==> config.mk <==
export PLATFORM = sky130hd
export DESIGN_NAME = servo_channel_frame_decoder_unit
export DESIGN_NICKNAME = d
export VERILOG_FILES = /design/src/rtl/scfd_pkg.sv /design/src/rtl/scfd_payload_mem.sv /design/src/rtl/servo_channel_frame_decoder_unit.sv
export VERILOG_INCLUDE_DIRS = /design/src /design/src/rtl
export SDC_FILE = /design/constraint.sdc
export NUM_CORES = 1
export LEC_CHECK = 0
export BUFFER_PORTS_ARGS = -buffer_cell sky130_fd_sc_hd__buf_2
export CORE_ASPECT_RATIO = 1.75
export CORE_MARGIN = 2
export CORE_UTILIZATION = 50
export DETAILED_ROUTE_END_ITERATION = 7
export HOLD_SLACK_MARGIN = 0.06
export PLACE_DENSITY = 0.75
export RECOVER_POWER = 100
export SLEW_MARGIN = 20
export SYNTH_ARGS = -nofsm -noshare
export SYNTH_HDL_FRONTEND = slang
export SYNTH_HIERARCHICAL = 1
export SYNTH_SLANG_ARGS = --single-unit
export TNS_END_PERCENT = 10
==> constraint.sdc <==
create_clock -name clk -period 10.1 [get_ports clk]
set_input_delay 0.505 -clock clk [delete_from_list [all_inputs] [get_ports clk]]
set_output_delay 0.505 -clock clk [all_outputs]
set_load 0.01 [all_outputs]
==> src/rtl/servo_channel_frame_decoder_unit_assert.svh <==
// assertion macros for the servo channel frame decoder
`ifndef SERVO_CHANNEL_FRAME_DECODER_UNIT_ASSERT_SVH
`define SERVO_CHANNEL_FRAME_DECODER_UNIT_ASSERT_SVH

// same-cycle implication under reset
`define SCFD_ASSERT_NOW(label, clk, rst_n, ante, cons, msg) \
    label: assert property (@(posedge clk) disable iff (!rst_n) (ante) |-> (cons)) \
        else $error(msg);

// next-cycle implication under reset
`define SCFD_ASSERT_NEXT(label, clk, rst_n, ante, cons, msg) \
    label: assert property (@(posedge clk) disable iff (!rst_n) (ante) |=> (cons)) \
        else $error(msg);

`endif

==> src/rtl/scfd_pkg.sv <==
// shared constants for the servo channel frame decoder
`timescale 1ns / 1ps

package scfd_pkg;

    localparam int NUM_CHANNELS_DEF   = 14;
    localparam int BUFFER_DEPTH_DEF   = 32;
    localparam int FRAME_OVERHEAD_DEF = 3;

    // request types
    localparam logic [1:0] REQ_TICK = 2'd0;
    localparam logic [1:0] REQ_BYTE = 2'd1;
    localparam logic [1:0] REQ_READ = 2'd2;

    // configuration register indexes
    localparam logic [1:0] CFG_GAP_TICKS   = 2'd0;
    localparam logic [1:0] CFG_MAX_LENGTH  = 2'd1;
    localparam logic [1:0] CFG_COMMAND     = 2'd2;

    localparam logic [7:0] GAP_TICKS_RST  = 8'd3;
    localparam logic [5:0] MAX_LENGTH_RST = 6'd32;
    localparam logic [7:0] COMMAND_RST    = 8'd64;

    localparam logic [15:0] SUM_SEED = 16'hFFFF;

endpackage

==> src/rtl/scfd_payload_mem.sv <==
// payload byte store with per-entry valid bits and registered read
`timescale 1ns / 1ps

module scfd_payload_mem #(
    parameter int DEPTH = scfd_pkg::BUFFER_DEPTH_DEF
) (
    input  logic                     clk,
    input  logic                     rst_n,
    input  logic                     wr_en,
    input  logic [$clog2(DEPTH)-1:0] wr_addr,
    input  logic [7:0]               wr_data,
    input  logic                     rd_en,
    input  logic [$clog2(DEPTH)-1:0] rd_addr,
    input  logic                     rd_zero,
    output logic [7:0]               rd_data
);

    logic [7:0]       mem [DEPTH];
    logic [DEPTH-1:0] valid_reg;
    logic [7:0]       rd_data_reg;

    always_ff @(posedge clk)
    begin
        if (wr_en)
        begin
            mem[wr_addr] <= wr_data;
        end
    end

    always_ff @(posedge clk or negedge rst_n)
    begin
        if (!rst_n)
        begin
            valid_reg <= '0;
        end
        else if (wr_en)
        begin
            valid_reg[wr_addr] <= 1'b1;
        end
    end

    // entries never written, and positions past the buffer, read as zero
    always_ff @(posedge clk)
    begin
        if (rd_en)
        begin
            if (rd_zero || !valid_reg[rd_addr])
            begin
                rd_data_reg <= 8'd0;
            end
            else
            begin
                rd_data_reg <= mem[rd_addr];
            end
        end
    end

    assign rd_data = rd_data_reg;

endmodule

==> src/rtl/servo_channel_frame_decoder_unit.sv <==
// servo channel frame decoder top level: parser, commit sequencer, channel table
//
//  channel   direction  handshake           payload
//  in        in         in_valid/in_stall   req_type, rx_byte, channel_index
//  out       out        out_valid/out_stall read_data, frame_accepted,
//                                           checksum_error, length_rejected
//  cfg       in         cfg_we              cfg_index, cfg_data
//
// ticks, reads and most bytes give a registered result; the next request is taken while
// the previous result waits unless that result is still stalled.
// a byte that completes a good command frame stalls the input while the channel bytes
// are read one per cycle through the single read port of the payload store and
// packed into the channel table; its result is given after that.
// reset is asynchronous; the payload store uses valid bits, no clearing pass.
`timescale 1ns / 1ps
`include "servo_channel_frame_decoder_unit_assert.svh"

module servo_channel_frame_decoder_unit #(
    parameter int NUM_CHANNELS   = scfd_pkg::NUM_CHANNELS_DEF,
    parameter int BUFFER_DEPTH   = scfd_pkg::BUFFER_DEPTH_DEF,
    parameter int FRAME_OVERHEAD = scfd_pkg::FRAME_OVERHEAD_DEF
) (
    input  logic        clk,
    input  logic        rst_n,
    input  logic        cfg_we,
    input  logic [1:0]  cfg_index,
    input  logic [7:0]  cfg_data,
    input  logic        in_valid,
    output logic        in_stall,
    input  logic [1:0]  req_type,
    input  logic [7:0]  rx_byte,
    input  logic [7:0]  channel_index,
    output logic        out_valid,
    input  logic        out_stall,
    output logic [15:0] read_data,
    output logic        frame_accepted,
    output logic        checksum_error,
    output logic        length_rejected
);

    localparam int ADDR_W    = $clog2(BUFFER_DEPTH);
    localparam int LEN_W     = $clog2(BUFFER_DEPTH + 1);
    localparam int CNT_W     = $clog2(2 * NUM_CHANNELS + 1);
    localparam int POS_W     = $clog2(2 * NUM_CHANNELS + 2);
    localparam int CH_W      = (NUM_CHANNELS > 1) ? $clog2(NUM_CHANNELS) : 1;
    localparam int LEN_LIMIT = BUFFER_DEPTH + FRAME_OVERHEAD;

    localparam logic [2:0] PH_DISCARD = 3'd0;
    localparam logic [2:0] PH_LENGTH  = 3'd1;
    localparam logic [2:0] PH_DATA    = 3'd2;
    localparam logic [2:0] PH_CSUM_LO = 3'd3;
    localparam logic [2:0] PH_CSUM_HI = 3'd4;

    localparam logic S_IDLE   = 1'b0;
    localparam logic S_COMMIT = 1'b1;

    localparam logic [CNT_W-1:0] CNT_LAST = CNT_W'(2 * NUM_CHANNELS);

    logic [7:0]  gap_reg;
    logic [5:0]  maxlen_reg;
    logic [7:0]  cmd_reg;

    logic              state_reg, state_next;
    logic [2:0]        phase_reg, phase_next;
    logic [7:0]        idle_reg, idle_next;
    logic [LEN_W-1:0]  pos_reg, pos_next;
    logic [LEN_W-1:0]  plen_reg, plen_next;
    logic [15:0]       sum_reg, sum_next;
    logic [7:0]        cklo_reg, cklo_next;
    logic [7:0]        byte0_reg, byte0_next;
    logic [CNT_W-1:0]  cnt_reg, cnt_next;
    logic              pend_reg;
    logic [CNT_W-1:0]  pend_idx_reg;
    logic [7:0]        lo_reg;
    logic [15:0]       chan_reg [NUM_CHANNELS];

    logic        out_valid_reg, out_valid_next;
    logic [15:0] out_data_reg, out_data_next;
    logic        out_acc_reg, out_acc_next;
    logic        out_cks_reg, out_cks_next;
    logic        out_len_reg, out_len_next;

    logic              accept;
    logic              out_take;
    logic [2:0]        ph;
    logic              len_ok;
    logic [LEN_W-1:0]  pos_inc;

    logic              wr_en;
    logic [ADDR_W-1:0] wr_addr;
    logic              rd_en;
    logic [POS_W-1:0]  rd_pos;
    logic              rd_zero;
    logic [7:0]        rd_data;
    logic [CH_W-1:0]   wr_ch;

    assign accept   = in_valid && !in_stall;
    assign out_take = out_valid_reg && !out_stall;
    assign in_stall = (state_reg != S_IDLE) || (out_valid_reg && out_stall);

    assign len_ok = ({2'b00, rx_byte} <= {4'd0, maxlen_reg}) &&
                    (rx_byte > 8'(FRAME_OVERHEAD)) &&
                    ({1'b0, rx_byte} <= 9'(LEN_LIMIT));
    assign pos_inc = pos_reg + LEN_W'(1);

    assign rd_en   = (state_reg == S_COMMIT) && (cnt_reg < CNT_LAST);
    assign rd_pos  = POS_W'(cnt_reg) + POS_W'(1);
    assign rd_zero = 32'(rd_pos) >= 32'(BUFFER_DEPTH);
    assign wr_ch   = CH_W'(pend_idx_reg >> 1);

    always_comb
    begin
        state_next     = state_reg;
        phase_next     = phase_reg;
        idle_next      = idle_reg;
        pos_next       = pos_reg;
        plen_next      = plen_reg;
        sum_next       = sum_reg;
        cklo_next      = cklo_reg;
        byte0_next     = byte0_reg;
        cnt_next       = cnt_reg;
        out_valid_next = out_valid_reg && !out_take;
        out_data_next  = out_data_reg;
        out_acc_next   = out_acc_reg;
        out_cks_next   = out_cks_reg;
        out_len_next   = out_len_reg;
        wr_en          = 1'b0;
        wr_addr        = ADDR_W'(pos_reg);
        ph             = phase_reg;

        if (accept)
        begin
            out_valid_next = 1'b1;
            out_data_next  = 16'd0;
            out_acc_next   = 1'b0;
            out_cks_next   = 1'b0;
            out_len_next   = 1'b0;
            case (req_type)
                scfd_pkg::REQ_TICK:
                begin
                    if (idle_reg != 8'hFF)
                    begin
                        idle_next = idle_reg + 8'd1;
                    end
                end
                scfd_pkg::REQ_BYTE:
                begin
                    // enough silence restarts the frame at its length byte
                    if (idle_reg >= gap_reg)
                    begin
                        ph = PH_LENGTH;
                    end
                    idle_next  = 8'd0;
                    phase_next = ph;
                    case (ph)
                        PH_LENGTH:
                        begin
                            if (len_ok)
                            begin
                                pos_next   = '0;
                                plen_next  = LEN_W'(rx_byte - 8'(FRAME_OVERHEAD));
                                sum_next   = scfd_pkg::SUM_SEED - {8'd0, rx_byte};
                                phase_next = PH_DATA;
                            end
                            else
                            begin
                                out_len_next = 1'b1;
                                phase_next   = PH_DISCARD;
                            end
                        end
                        PH_DATA:
                        begin
                            wr_en    = 1'b1;
                            if (pos_reg == '0)
                            begin
                                byte0_next = rx_byte;
                            end
                            sum_next = sum_reg - {8'd0, rx_byte};
                            pos_next = pos_inc;
                            if (pos_inc >= plen_reg)
                            begin
                                phase_next = PH_CSUM_LO;
                            end
                        end
                        PH_CSUM_LO:
                        begin
                            cklo_next  = rx_byte;
                            phase_next = PH_CSUM_HI;
                        end
                        PH_CSUM_HI:
                        begin
                            phase_next = PH_DISCARD;
                            if (sum_reg == {rx_byte, cklo_reg})
                            begin
                                if (byte0_reg == cmd_reg)
                                begin
                                    // result is given once the channels are in
                                    out_valid_next = 1'b0;
                                    state_next     = S_COMMIT;
                                    cnt_next       = '0;
                                end
                            end
                            else
                            begin
                                out_cks_next = 1'b1;
                            end
                        end
                        default:
                        begin
                        end
                    endcase
                end
                scfd_pkg::REQ_READ:
                begin
                    if (32'(channel_index) < 32'(NUM_CHANNELS))
                    begin
                        out_data_next = chan_reg[CH_W'(channel_index)];
                    end
                end
                default:
                begin
                end
            endcase
        end

        if (state_reg == S_COMMIT)
        begin
            if (rd_en)
            begin
                cnt_next = cnt_reg + CNT_W'(1);
            end
            else if (!pend_reg)
            begin
                state_next     = S_IDLE;
                out_valid_next = 1'b1;
                out_data_next  = 16'd0;
                out_acc_next   = 1'b1;
                out_cks_next   = 1'b0;
                out_len_next   = 1'b0;
            end
        end
    end

    always_ff @(posedge clk or negedge rst_n)
    begin
        if (!rst_n)
        begin
            gap_reg    <= scfd_pkg::GAP_TICKS_RST;
            maxlen_reg <= scfd_pkg::MAX_LENGTH_RST;
            cmd_reg    <= scfd_pkg::COMMAND_RST;
        end
        else if (cfg_we)
        begin
            case (cfg_index)
                scfd_pkg::CFG_GAP_TICKS:  gap_reg    <= cfg_data;
                scfd_pkg::CFG_MAX_LENGTH: maxlen_reg <= cfg_data[5:0];
                scfd_pkg::CFG_COMMAND:    cmd_reg    <= cfg_data;
                default:
                begin
                end
            endcase
        end
    end

    always_ff @(posedge clk or negedge rst_n)
    begin
        if (!rst_n)
        begin
            state_reg     <= S_IDLE;
            phase_reg     <= PH_DISCARD;
            idle_reg      <= 8'd0;
            pos_reg       <= '0;
            plen_reg      <= '0;
            sum_reg       <= 16'd0;
            cklo_reg      <= 8'd0;
            byte0_reg     <= 8'd0;
            cnt_reg       <= '0;
            pend_reg      <= 1'b0;
            out_valid_reg <= 1'b0;
        end
        else
        begin
            state_reg     <= state_next;
            phase_reg     <= phase_next;
            idle_reg      <= idle_next;
            pos_reg       <= pos_next;
            plen_reg      <= plen_next;
            sum_reg       <= sum_next;
            cklo_reg      <= cklo_next;
            byte0_reg     <= byte0_next;
            cnt_reg       <= cnt_next;
            pend_reg      <= rd_en;
            out_valid_reg <= out_valid_next;
        end
    end

    always_ff @(posedge clk)
    begin
        out_data_reg <= out_data_next;
        out_acc_reg  <= out_acc_next;
        out_cks_reg  <= out_cks_next;
        out_len_reg  <= out_len_next;
        pend_idx_reg <= cnt_reg;
        // even counter values (odd payload positions) are low bytes, odd ones complete a channel
        if (pend_reg && !pend_idx_reg[0])
        begin
            lo_reg <= rd_data;
        end
    end

    always_ff @(posedge clk or negedge rst_n)
    begin
        if (!rst_n)
        begin
            for (int i = 0; i < NUM_CHANNELS; i++)
            begin
                chan_reg[i] <= 16'd0;
            end
        end
        else if (pend_reg && pend_idx_reg[0])
        begin
            chan_reg[wr_ch] <= {rd_data, lo_reg};
        end
    end

    scfd_payload_mem #(
        .DEPTH (BUFFER_DEPTH)
    ) u_payload_mem (
        .clk     (clk),
        .rst_n   (rst_n),
        .wr_en   (wr_en),
        .wr_addr (wr_addr),
        .wr_data (rx_byte),
        .rd_en   (rd_en),
        .rd_addr (ADDR_W'(rd_pos)),
        .rd_zero (rd_zero),
        .rd_data (rd_data)
    );

    assign out_valid       = out_valid_reg;
    assign read_data       = out_data_reg;
    assign frame_accepted  = out_acc_reg;
    assign checksum_error  = out_cks_reg;
    assign length_rejected = out_len_reg;

    `SCFD_ASSERT_NOW(a_one_flag, clk, rst_n, out_valid_reg, $onehot0({out_acc_reg, out_cks_reg, out_len_reg}), "more than one status flag in a result")
    `SCFD_ASSERT_NEXT(a_commit_result, clk, rst_n, (state_reg == S_COMMIT) && (state_next == S_IDLE), out_valid_reg && out_acc_reg, "commit ended without an accepted frame result")
    `SCFD_ASSERT_NOW(a_cnt_bound, clk, rst_n, state_reg == S_COMMIT, (cnt_reg <= CNT_LAST) && !out_valid_reg, "commit counter overran or result pending during commit")

endmodule
== Word-level counts from Yosys, hierarchy flattened ==
Memories as Yosys holds them, arrays and structs flattened. A register that Yosys moved wholly into a read port is not among the register bits.
Cells that the tools add are included.

* Bits in writable memories: 256
* ROM bits: 0
* Memories: 1
* Output and inout bits: 21
* Register bits after elaboration: 373
* Latch bits: 0
* Logic and storage cells: 176

* Shift operators: 0
* Magnitude comparators: 13
* Add/subtract/negate cells: 6
* Eq/ne operators: 13
* Multipliers: 0
* Divide/modulo/power cells: 0
* Mux-type cells: 74
* Bitwise gates (word level): 3
* Reductions and logical operators: 31

{| class="wikitable"
|+ Memories
! name !! depth !! width !! rd ports !! clocked after Yosys merged registers in !! wr ports !! RTL line !! RTL
|-
| u_payload_mem.mem || 32 || 8 || 1 || 1 || 1 || scfd_payload_mem.sv:18 || <nowiki>logic [7:0] mem [DEPTH];</nowiki>
|}

{| class="wikitable"
|+ Operators by type and width
! cell !! number
|-
| bitwise mux 224 bit || 1
|-
| 2-to-1 mux 16 bit || 10
|-
| binary-select mux 16 bit (select 4 bit) || 1
|-
| demux 16 bit (select 4 bit) || 1
|-
| 2-to-1 mux 1 bit || 41
|-
| 2-to-1 mux 5 bit || 7
|-
| OR 32 bit || 1
|-
| one-hot mux 16 bit (2 select lines) || 1
|-
| == test 16 bit || 1
|-
| one-hot mux 8 bit (2 select lines) || 1
|-
| subtractor 16 x 8 -> 16 bit || 1
|-
| < comparator 5 x 6 -> 1 bit (second input constant) || 2
|-
| 2-to-1 mux 3 bit || 4
|-
| one-hot mux 3 bit (4 select lines) || 1
|-
| one-hot mux 6 bit (2 select lines) || 1
|-
| AND reduction 4 bit || 3
|-
| logical AND 1 bit || 11
|-
| greater-or-equal comparator 5 bit (second input constant) || 2
|-
| NOT 4 -> 5 bit || 2
|-
| subtractor 1 x 9 -> 10 bit (first input constant) || 1
|-
| adder 8 x 1 -> 8 bit (second input constant) || 1
|-
| == test 8 bit || 1
|-
| greater-or-equal comparator 8 bit || 1
|-
| > comparator 8 x 2 -> 1 bit (second input constant) || 1
|-
| 29 further kinds || 43
|}

== Longest topological paths before layout ==
Gate-level depths: netlist of the first run.

* Depth in word-level cells: 12
* Mapped depth: 12
* Mapped depth without buffers: 10

== Modules after synthesis ==
Netlist of the first run, hierarchy kept.

{| class="wikitable"
|+ Modules (own cells, without submodules)
! module !! area each (um^2) !! cells each !! times used
|-
| servo_channel_frame_decoder_unit || 16099.2 || 1233 || 1
|-
| scfd_payload_mem || 11813.8 || 595 || 1
|}

== Worst setup path after synthesis of the first run ==
No wires, ideal clock.

* Kind: reg-to-reg
* Start point: register gap_reg[1]
* End point: memory u_payload_mem.mem[0][0] (enable)
* Library setup time: 0.373 ns
* Period minus slack after synthesis: 3.192 ns
* Cell stages (with the launch flop): 12
* Slack: 6.908 ns
* Data arrival time: 2.819 ns
* Path through: dfstp_2 inv_1 ha_1 a211o_1 a31oi_2 o21a_1 nand3_1 clkbuf_1 inv_1 or3b_2 clkbuf_1 nor2_1

* Cells in the longest elaborated chain, start to end: 10

{| class="wikitable"
|+ RTL lines
! item !! RTL line !! RTL
|-
| start: declaration || servo_channel_frame_decoder_unit.sv:59 || <nowiki>logic [7:0] gap_reg;</nowiki>
|-
| start signal: assignment || servo_channel_frame_decoder_unit.sv:248 || <nowiki>gap_reg <= scfd_pkg::GAP_TICKS_RST;</nowiki>
|-
| start signal: assignment || servo_channel_frame_decoder_unit.sv:255 || <nowiki>scfd_pkg::CFG_GAP_TICKS: gap_reg <= cfg_data;</nowiki>
|-
| greater-or-equal comparator 8 bit || servo_channel_frame_decoder_unit.sv:149 || <nowiki>if (idle_reg >= gap_reg)</nowiki>
|-
| 2-to-1 mux 3 bit || servo_channel_frame_decoder_unit.sv:149 ||
|-
| 2-to-1 mux 3 bit || servo_channel_frame_decoder_unit.sv:138 || <nowiki>case (req_type)</nowiki>
|-
| 2-to-1 mux 3 bit || servo_channel_frame_decoder_unit.sv:131 || <nowiki>if (accept)</nowiki>
|-
| == test 3 x 2 -> 1 bit || servo_channel_frame_decoder_unit.sv:155 || <nowiki>case (ph)</nowiki>
|-
| 2-to-1 mux 1 bit || servo_channel_frame_decoder_unit.sv:155 ||
|-
| 2-to-1 mux 1 bit || servo_channel_frame_decoder_unit.sv:138 ||
|-
| 2-to-1 mux 1 bit || servo_channel_frame_decoder_unit.sv:131 ||
|-
| named net wr_en || servo_channel_frame_decoder_unit.sv:89 || <nowiki>logic wr_en;</nowiki>
|-
| 2-to-1 mux 1 bit || scfd_payload_mem.sv:24 || <nowiki>if (wr_en)</nowiki>
|-
| 2-to-1 mux 1 bit (implied by the code) || scfd_payload_mem.sv:26 || <nowiki>mem[wr_addr] <= wr_data;</nowiki>
|-
| end: declaration || scfd_payload_mem.sv:18 ||
|}

The timed path passes the listed nets, and every way through them passes these cells. The select of a mux whose other input is x is not followed.

== Final worst setup path of the first run ==
* Start point: register cnt_reg[0]
* End point: register u_payload_mem.rd_data_reg[5], in the netlist u_payload_mem/rd_data[5], read port of u_payload_mem.mem, data pin

* Cells in the longest elaborated chain, start to end: 4
* Elaborated cells between the ends (all ways): 6

{| class="wikitable"
|+ RTL lines
! item !! RTL line !! RTL
|-
| start: declaration || servo_channel_frame_decoder_unit.sv:71 || <nowiki>logic [CNT_W-1:0] cnt_reg, cnt_next;</nowiki>
|-
| start signal: assignment || servo_channel_frame_decoder_unit.sv:291 || <nowiki>cnt_reg <= cnt_next;</nowiki>
|-
| adder 5 x 1 -> 5 bit * || servo_channel_frame_decoder_unit.sv:107 || <nowiki>assign rd_pos = POS_W'(cnt_reg) + POS_W'(1);</nowiki>
|-
| named net rd_pos[0] || servo_channel_frame_decoder_unit.sv:92 || <nowiki>logic [POS_W-1:0] rd_pos;</nowiki>
|-
| binary-select mux 1 bit (select 5 bit) || scfd_payload_mem.sv:47 || <nowiki>if (rd_zero || !valid_reg[rd_addr])</nowiki>
|-
| 2-to-1 mux 1 bit (implied by the code) || scfd_payload_mem.sv:47 ||
|-
| logical NOT 1 bit (no source line) || -- ||
|-
| end: declaration || scfd_payload_mem.sv:20 || <nowiki>logic [7:0] rd_data_reg;</nowiki>
|}

The timed path passes the listed nets; every way through them passes the cells marked *. The select of a mux whose other input is x is not followed.
A chain may end at the register's enable or synchronous reset.

==> results.toml, run 1 <==
[finish]
drive_gt1_frac = 0.288
n_fill_cell = 4293
diodes = 0
largest_reg_flops = 256
layout_common_cells = "337 x dfrtp_1, 288 x mux2_2, 272 x edfxtp_1, 82 x mux4_2, 78 x nor2_1"
fin_area_um2 = 30600
num-nets-final = 1942
multi_input_area_um2 = 9940
area.growth.synth_to_final_pct = 9.74
seqCellArea_um2 = 17200
layout_commonest_cell = "dfrtp_1"

[worst_setup_path]
worstSetupPathType = "flop to flop"
critPathArrivalTime_ns = 6.39
path_cells = "clkinvlp_2 > clkbuf_1 > buf_4 > mux4_2 > mux2i_1 > mux2i_1 > a21oi_1 > nor4_1"
critPathMostFrequentCell = "mux2i_1"
cp-end-kind = "flop"
slowest_stage = "clkbuf_1"
worstPathMaxFanout = 45
worstPathRequired_ns = 10.40
rrSetupSlack_ns = 4.01
start_kind = "flop"
slowest_delay_ns = 2.44

[routing]
ant_nets = 0
wire_per_inst_um = 24.1
dr.first_iter.drc_count = 1149
drc = 0
first_pass_iters = 5
vias = 15816
via_per_inst = 6.04
wl_um = 63100

[cts]
worstSkewPairLatency_ns = 0.60
cts-root-buf = "clkbuf_16"
cts_resized = 0
cts_tree = "done"
clk_pin_slew_ns = 0.06
cts_max_level = 2
cts_buffers = 56
cts.sink_count = 637
clockBufferDepth = 3

[timing]
fmax_mhz = 164
rsz0062_at_grt = "false"
fin_crit_sh = 0.603
hold_viol_final = 0
drv_slew = 537
post-route-min-period_ns = 6.09
maxSlewHeadroom = -2.70
setup_viol = 0
tightest_slew_ns = 5.55
setup_tns_ns = 0
fin_skew_ns = 0.0219

[synth]
avgSynthCellArea_um2 = 15.3
yosysSeqAreaShare = 0.616
synth_ff_type = "dfrtp_1"
synth.cell_area_um2 = 27900
yosys-top-cells-area = "dfrtp_1 30%, edfxtp_1 29%, mux2_2 12%"
synth_warnings = 6
syn_inst = 1828
synth_cell_types = 81
synth_top_area_cell = "dfrtp_1"
synth_enable_flop_cells = 272
synth_seq_cells = 637
synth_top_area_share = 0.302
ys_async_sr_fraction = 0.535

[grt]
grt-ovfl-total = 0
grt_pass1_vias = 16877
grtUsageTotal = 0.222
antenna_found_initial = 0
grt_max_degree = 186
grt_pass1_wl_um = 98300

[min_path]
min_path_type = "input port to flop"

[place]
dpl.hpwl_um = 40700
placed_area_um2 = 28800
numPortBuffers = 53
gp_congestion = 0.899

[floorplan]
die-area_um2 = 57800
die_width_um = 183
start_util = 0.506
io_pins = 54
core_area_um2 = 55200
row_count = 114
dieHeight_um = 317

[job]
drv_cap = 15

[power]
peakVddDrop_mv = 0.150
leakage_uw = 0.0129
p_per_area_nw_per_um2 = 173

[run_status]
failed_checks = "max-capacitance violations, max-slew violations"
status = "finished with violations"
area by class of cell:
cell class              instances  area share
multi-input cells            1036       0.324
well taps                     696      0.0284
clock inverters                32      0.0133
flip-flops and latches        637       0.561
clock buffers                  73      0.0515
repair buffers                 85      0.0141
inverters                      59     0.00727
path summary, 6_finish.rpt:
path | startpoint | to | cells past startpoint
hold reg to reg | read_data[7]$_DFF_P_ | read_data[7]$_DFF_P_ | 2
min in group asynchronous | rst_n | u_payload_mem/valid_reg[19]$_DFFE_PN0P_ | 2
setup reg to reg | cnt_reg[0]$_DFF_PN0_ | u_payload_mem/rd_data[5]$_SDFFCE_PP0P_ | 8
setup / recovery | cnt_reg[0]$_DFF_PN0_ | u_payload_mem/rd_data[5]$_SDFFCE_PP0P_ | 8
hold / removal | cfg_data[7] | gap_reg[7]$_DFFE_PN0P_ | 3
max in group asynchronous | rst_n | maxlen_reg[0]$_DFFE_PN0P_ | 2
metal layers:
layer	global-route usage	vias up	wire (µm)
met4	0.102	0	2780
met2	0.416	432	34500
met1	0.254	8253	23600
met3	0.0260	154	2260
met5	0	-	0
li1	-	6977	-
per-stage QoR:
stage               setup slack [ns]  std cells   util  power, µW  hold WS, ns
CTS                             6.25       2617  0.558       5350        0.127
floorplan                       6.91       1829      -       2960        0.209
global placement                6.41       2511  0.522       3070        0.434
finish                          4.01       2618  0.555       5310        0.162
global route                    3.34       2618  0.555       5480        0.149
detailed placement              6.26       2511  0.522       3080        0.443
synthesized netlist by cell type, types with 14 or more instances:
master,count
a21oi_1,52
clkbuf_1,59
dfrtp_1,337
dfxtp_1,24
edfxtp_1,272
ha_1,33
inv_1,57
mux2_2,290
mux2i_1,59
mux4_1,22
mux4_2,82
nand2_1,53
nand2b_1,14
nand3_1,33
nor2_1,79
nor3_1,16
nor4_1,18
o21ai_0,53
o22ai_1,25
or2_2,35
xor2_1,32
timing repair:
item,4_1_cts,5_1_grt
setup buffers,0,0
hold buffers,1,0
endpoints found under the hold margin,88,0
cell families after synthesis:
group,Yosys count,share of synthesized area
xor+xnor,41,0.0129
other cells,1,0.000134
fa+ha+maj,34,0.0155
simple gates,309,0.0585
buf+inv,156,0.0279
mux,453,0.225
flops,637,0.616
compound gates,197,0.0443
report_power, final:
part,switching [µW],internal [µW],leakage (µW)
Clock,951,1330,0.000980
Combinational,165,93.0,0.00464
Sequential,30.1,2730,0.00733
Total,1150,4160,0.0129
critical path, delay by kind of cell, from the launching register on:
family / cells / cell delay (ns)
buffers and inverters: 3 / 3.73
muxes: 3 / 0.89
AOI/OAI and AO/OA: 1 / 0.53
DFF: 1 / 0.42
and+or+nand+nor: 1 / 0.16
Power figures use the tool's default switching activity.
==> run 2: changes to the inputs <==
==> constraint.sdc (replaced) <==
create_clock -name clk -period 5.8 [get_ports clk]
set_input_delay 0.29 -clock clk [delete_from_list [all_inputs] [get_ports clk]]
set_output_delay 0.29 -clock clk [all_outputs]
set_load 0.01 [all_outputs]
==> run 2 against run 1 <==
  * The run still ends with max-capacitance violations, max-slew violations left
  * Register-to-register slack got worse by 2.7 ns
  * Worst setup slack got worse by 2.7 ns
  * Clock skew increased by 0.0045 ns
  * First-iteration DRC count increased by 11%
  * Via count increased by 0.18%
  * Final cell count increased by 0.42%
  * Non-clock buffer count increased by 11
  * Maximum frequency increased by 37%
  * Worst hold slack got worse by 0.032 ns
  * Critical path type unchanged
  * Critical endpoint is now sum_reg[0]$_DFFE_PN0P_
  * Largest cell class unchanged
  * Largest power group unchanged
==> results.toml, run 2 (synthesis results as in run 1) <==
[power]
combinationalPowerShare = 0.049
leakage_uw = 0.0130
switching_power_uw = 2060
netSwitchingFraction = 0.225
p_per_area_nw_per_um2 = 299
total_power_uw = 9170
pwr-share-seq = 0.525
intPower_uw = 7110
clockPowerShare = 0.426
peakVddDrop_mv = 0.239

[run_status]
failed_checks = "max-capacitance violations, max-slew violations"
status = "finished with violations"

[grt]
antenna_found_initial = 0
grt_pass1_vias = 16859
grt_pass1_wl_um = 97700
grt-ovfl-total = 0
grt_max_degree = 137
grtUsageTotal = 0.223

[worst_setup_path]
r2r_start = "gap_reg[1]$_DFFE_PN1P_"
start_kind = "flop"
cp-end-kind = "flop"
path_cells = "inv_1 > ha_1 > a211o_1 > a31oi_1 > o21ai_0 > o211ai_1 > nand2_1 > mux2_2"
worstPathMaxFanout = 26
slowest_stage = "o211ai_1"
worstSetupPathType = "flop to flop"
worstPathRequired_ns = 6.29
reg2reg_to = "sum_reg[0]$_DFFE_PN0P_"
slowest_delay_ns = 1.57
rrSetupSlack_ns = 1.34
r2r_cells = 8
critPathArrivalTime_ns = 4.95

[job]
drv_cap = 15

[finish]
drive_gt1_frac = 0.291
layout_common_cells = "337 x dfrtp_1, 287 x mux2_2, 272 x edfxtp_1, 82 x mux4_2, 76 x nor2_1"
num-nets-final = 1953
area.growth.synth_to_final_pct = 9.99
postLayoutCoreUtil = 0.556
diodes = 0
layout_commonest_cell = "dfrtp_1"
largest_reg_flops = 256

[floorplan]
row_count = 114
io_pins = 54
die_width_um = 183
core_area_um2 = 55200
die-area_um2 = 57800
start_util = 0.506
dieHeight_um = 317

[min_path]
min_path_type = "input port to flop"
hold_depth = 4
min_from = "req_type[1]"
min_to = "idle_reg[6]$_DFFE_PN0P_"

[timing]
drv_slew = 586
setup_tns_ns = 0
fmax_mhz = 224
rsz0062_at_grt = "false"
fin_skew_ns = 0.0264
worst_slack_ns = 1.34
setup_viol = 0
hold_viol_final = 0
maxSlewHeadroom = -1.25
post-route-min-period_ns = 4.46
tightest_slew_ns = 3.37
fin_crit_sh = 0.768
hold_slack_ns = 0.130

[routing]
wl_um = 63800
via_per_inst = 6.03
first_pass_iters = 5
dr.first_iter.drc_count = 1273
wire_per_inst_um = 24.3
vias = 15844
drc = 0
ant_nets = 0

[cts]
cts_buffers = 56
cts.sink_count = 637
worstSkewPairLatency_ns = 0.61
cts_resized = 0
cts-root-buf = "clkbuf_16"
clockBufferDepth = 3
cts_max_level = 2
cts_tree = "done"
clk_pin_slew_ns = 0.07

[place]
dpl.hpwl_um = 41100
numPortBuffers = 53
pre_cts_slack_ns = 1.95
gp_congestion = 0.871
run 2: cell count changes in the layout (fill, tap and decap cells not counted), moves of 3 or more:
cell,change
clkinv_2,-4
clkinv_4,+6
clkbuf_8,-4
bufinv_16,-3
buf_4,+4
clkinv_1,-4
clkbuf_1,-5
clkinvlp_4,+6
dlygate4sd3_1,+10
run 2: power by group through the flow:
stage | combinational [µW] | sequential (µW) | clock (µW)
floorplan | 268 | 4890 | 0
global placement | 439 | 4900 | 0
detailed placement | 457 | 4900 | 0
CTS | 466 | 4810 | 3970
global route | 501 | 4820 | 4130
finish | 446 | 4810 | 3910
run 2: repair_timing:
action                    in CTS  in global routing
hold endpoints to repair      99                  0
hold buffers                  11                  0
setup buffers                  0                  0
run 2: area by class of cell:
class                           count  area [µm²]
Sequential cell                   637       17200
Clock inverter                     37         418
Timing Repair Buffer               96         524
Multi-Input combinational cell   1036        9940
Clock buffer                       68        1540
Inverter                           59         224
Fill cell                        4289       24500
Tap cell                          696         871
run 2: routing by layer:
layer,up-vias,GRT usage,share of wire
met4,0,0.115,0.053
met1,8239,0.250,0.37
met5,-,0,0
met2,435,0.418,0.54
li1,6997,-,-
met3,173,0.0232,0.034
run 2: worst max-delay path: cells and delay by family (launching register included):
family | cells | cell delay, ns
AND/OR/NAND/NOR | 1 | 0.54
adder cells (fa/ha/maj) | 1 | 0.19
flip-flops | 1 | 0.52
buffers and inverters | 1 | 0.04
multiplexers | 1 | 0.41
AO/OA/AOI/OAI | 4 | 2.64
run 2: stage by stage:
stage | cells | area, µm²
2_1_floorplan | 1829 | 27900
3_3_place_gp | 2513 | 28800
3_5_place_dp | 2513 | 28800
4_1_cts | 2629 | 30900
5_1_grt | 2629 | 30700
6_report | 2629 | 30700
run 2: how the worst max path moves through the flow:
| stage | startpoint | end | slack (ns) | cells past startpoint |
|---|---|---|---|---|
| after floorplan | gap_reg[1]$_DFFE_PN1P_ | u_payload_mem/mem[0][0]$_DFFE_PP_ | 2.61 | 11 |
| after global placement | gap_reg[1]$_DFFE_PN1P_ | u_payload_mem/mem[16][5]$_DFFE_PP_ | 2.10 | 9 |
| after detailed placement | gap_reg[1]$_DFFE_PN1P_ | u_payload_mem/mem[20][3]$_DFFE_PP_ | 1.95 | 9 |
| after CTS | gap_reg[1]$_DFFE_PN1P_ | u_payload_mem/mem[16][1]$_DFFE_PP_ | 1.91 | 9 |
| after global routing | gap_reg[1]$_DFFE_PN1P_ | sum_reg[0]$_DFFE_PN0P_ | 0.97 | 8 |
| final | gap_reg[1]$_DFFE_PN1P_ | sum_reg[0]$_DFFE_PN0P_ | 1.34 | 8 |
==> run 3: changes to the inputs <==
--- a/config.mk
+++ b/config.mk
@@ -12,7 +12,7 @@
 export CORE_UTILIZATION = 50
 export DETAILED_ROUTE_END_ITERATION = 7
 export HOLD_SLACK_MARGIN = 0.06
-export PLACE_DENSITY = 0.75
+export PLACE_DENSITY = 0.77
 export RECOVER_POWER = 100
 export SLEW_MARGIN = 20
 export SYNTH_ARGS = -nofsm -noshare
==> constraint.sdc (replaced) <==
create_clock -name clk -period 3.65 [get_ports clk]
set_input_delay 0.1825 -clock clk [delete_from_list [all_inputs] [get_ports clk]]
set_output_delay 0.1825 -clock clk [all_outputs]
set_load 0.01 [all_outputs]
==> run 3 against run 2 <==
  * The run still ends with max-capacitance violations, max-slew violations left
  * Sequential share of layout area fell by 1.0 points
  * Worst hold slack improved by 0.023 ns
  * Clock power increased by 62%
  * Global-route usage grew 0.71 points
  * Critical endpoint is now cklo_reg[0]$_DFFE_PN0P_
  * First-iteration DRC count fell by 4.8%
  * Final cell count grew 2.4%
  * Non-clock buffer count grew 65
  * Register-to-register slack got worse by 1.1 ns
==> results.toml, run 3 (synthesis results as in run 1) <==
[worst_setup_path]
path_cells = "inv_1 > ha_1 > a211o_1 > a31oi_1 > o21ai_0 > clkbuf_1 > nor4_2 > mux2_2"
r2r_start = "gap_reg[1]$_DFFE_PN1P_"
critPathTopFamily = "simple AND/OR/NAND/NOR gates"
worstSetupPathType = "flop to flop"
r2r_cells = 8
rrSetupSlack_ns = 0.27
worst-path-buf-inv = 2
slowest_delay_ns = 0.99
slowest_stage = "nor4_2"
reg2reg_to = "cklo_reg[0]$_DFFE_PN0P_"
worstPathMaxFanout = 9
start_kind = "flop"
cp-end-kind = "flop"
critPathArrivalTime_ns = 3.86
worstPathRequired_ns = 4.13

[timing]
setup_tns_ns = 0
post-route-min-period_ns = 3.38
fin_crit_sh = 0.925
fin_skew_ns = 0.0302
hold_viol_final = 0
rsz0062_at_grt = "false"
drv_slew = 226
maxSlewHeadroom = -0.996
tightest_slew_ns = 2.99
fmax_mhz = 296
setup_viol = 0

[run_status]
failed_checks = "max-capacitance violations, max-slew violations"
status = "finished with violations"

[routing]
via_per_inst = 6.01
drc = 0
wire_per_inst_um = 24.3
dr.first_iter.drc_count = 1212
ant_nets = 0
vias = 16190
first_pass_iters = 5
wl_um = 65300

[grt]
grt_pass1_wl_um = 101000
grt-ovfl-total = 0
grt_pass1_vias = 17256
grt_max_degree = 114
grtUsageTotal = 0.230
antenna_found_initial = 1

[finish]
drive_gt1_frac = 0.301
layout_commonest_cell = "dfrtp_1"
fin_area_um2 = 31300
postLayoutCoreUtil = 0.566
area.growth.synth_to_final_pct = 12.0
num-nets-final = 2017
diodes = 0
layout_common_cells = "337 x dfrtp_1, 290 x mux2_2, 272 x edfxtp_1, 82 x mux4_2, 79 x nor2_1"
largest_reg_flops = 256

[job]
drv_cap = 5

[min_path]
hold_depth = 5
min_from = "rx_byte[0]"
min_path_type = "input port to flop"
min_to = "sum_reg[0]$_DFFE_PN0P_"

[place]
dpl.hpwl_um = 43200
numPortBuffers = 53
placed_area_um2 = 29300
gp_congestion = 0.888

[cts]
cts-root-buf = "clkbuf_16"
clockBufferDepth = 3
cts_tree = "done"
worstSkewPairLatency_ns = 0.61
cts_max_level = 2
post_cts_buffers = 0
cts.sink_count = 637
clk_pin_slew_ns = 0.07
cts_buffers = 55

[floorplan]
io_pins = 54
dieHeight_um = 317
die-area_um2 = 57800
die_width_um = 183
row_count = 114
core_area_um2 = 55200
start_util = 0.506

[power]
p_per_area_nw_per_um2 = 471
peakVddDrop_mv = 0.382
leakage_uw = 0.0133
## run 3: cell type report
class	instances	area [µm²]
clock inverters	22	378
repair buffers	161	1020
flip-flops and latches	637	17200
fillers	4267	23900
multi-input cells	1036	9960
inverters	59	224
clock buffers	82	1630
well taps	696	871
## run 3: worst max-delay path by stage
| stage | from | endpoint | slack, ns | depth (start not counted) |
|---|---|---|---|---|
| 2_1_floorplan | gap_reg[1]$_DFFE_PN1P_ | u_payload_mem/mem[0][0]$_DFFE_PP_ | 0.46 | 11 |
| 3_3_place_gp | gap_reg[1]$_DFFE_PN1P_ | u_payload_mem/mem[7][4]$_DFFE_PP_ | 0.57 | 10 |
| 3_5_place_dp | gap_reg[1]$_DFFE_PN1P_ | u_payload_mem/mem[20][5]$_DFFE_PP_ | 0.52 | 10 |
| 4_1_cts | gap_reg[1]$_DFFE_PN1P_ | u_payload_mem/mem[20][3]$_DFFE_PP_ | 0.48 | 10 |
| 5_1_grt | gap_reg[1]$_DFFE_PN1P_ | cklo_reg[0]$_DFFE_PN0P_ | 0.16 | 8 |
| 6_report | gap_reg[1]$_DFFE_PN1P_ | cklo_reg[0]$_DFFE_PN0P_ | 0.27 | 8 |
## run 3: metal layers
metal  global-route usage  vias to the layer above  share of wire
li1                     -                     7131              -
met1                0.261                     8436           0.37
met2                0.426                      460           0.54
met3               0.0271                      163          0.038
met4                0.116                        0          0.053
met5                    0                        -              0
## run 3: worst reg2reg max path, cell delays in order (launching register included)
cell and delay (ns):
dfstp_2 0.52, inv_1 0.05, ha_1 0.19, a211o_1 0.30, a31oi_1 0.25, o21ai_0 0.24
clkbuf_1 0.29, nor4_2 0.99, mux2_2 0.43
## run 3: power breakdown
part / total (µW) / switching, µW / internal, µW / leakage (µW)
Sequential: 7650 / 81.7 / 7570 / 0.00733
Combinational: 743 / 467 / 276 / 0.00497
Clock: 6350 / 2610 / 3740 / 0.000972
## run 3: repair_timing
item | CTS | global route
endpoints found under the hold margin | 141 | 0
hold buffers | 21 | 0
endpoints found under the setup margin | 0 | 0
gates resized for setup | 0 | 0
## run 3: metrics by stage
stage / instances / hold WS [ns] / setup WS [ns] / power (µW)
after floorplan: 1829 / -0.113 / 0.458 / 8190
after global placement: 2568 / 0.307 / 0.573 / 8490
after detailed placement: 2568 / 0.323 / 0.519 / 8530
after CTS: 2693 / 0.0615 / 0.482 / 14900
after global routing: 2693 / 0.164 / 0.159 / 15200
final: 2693 / 0.153 / 0.274 / 14700
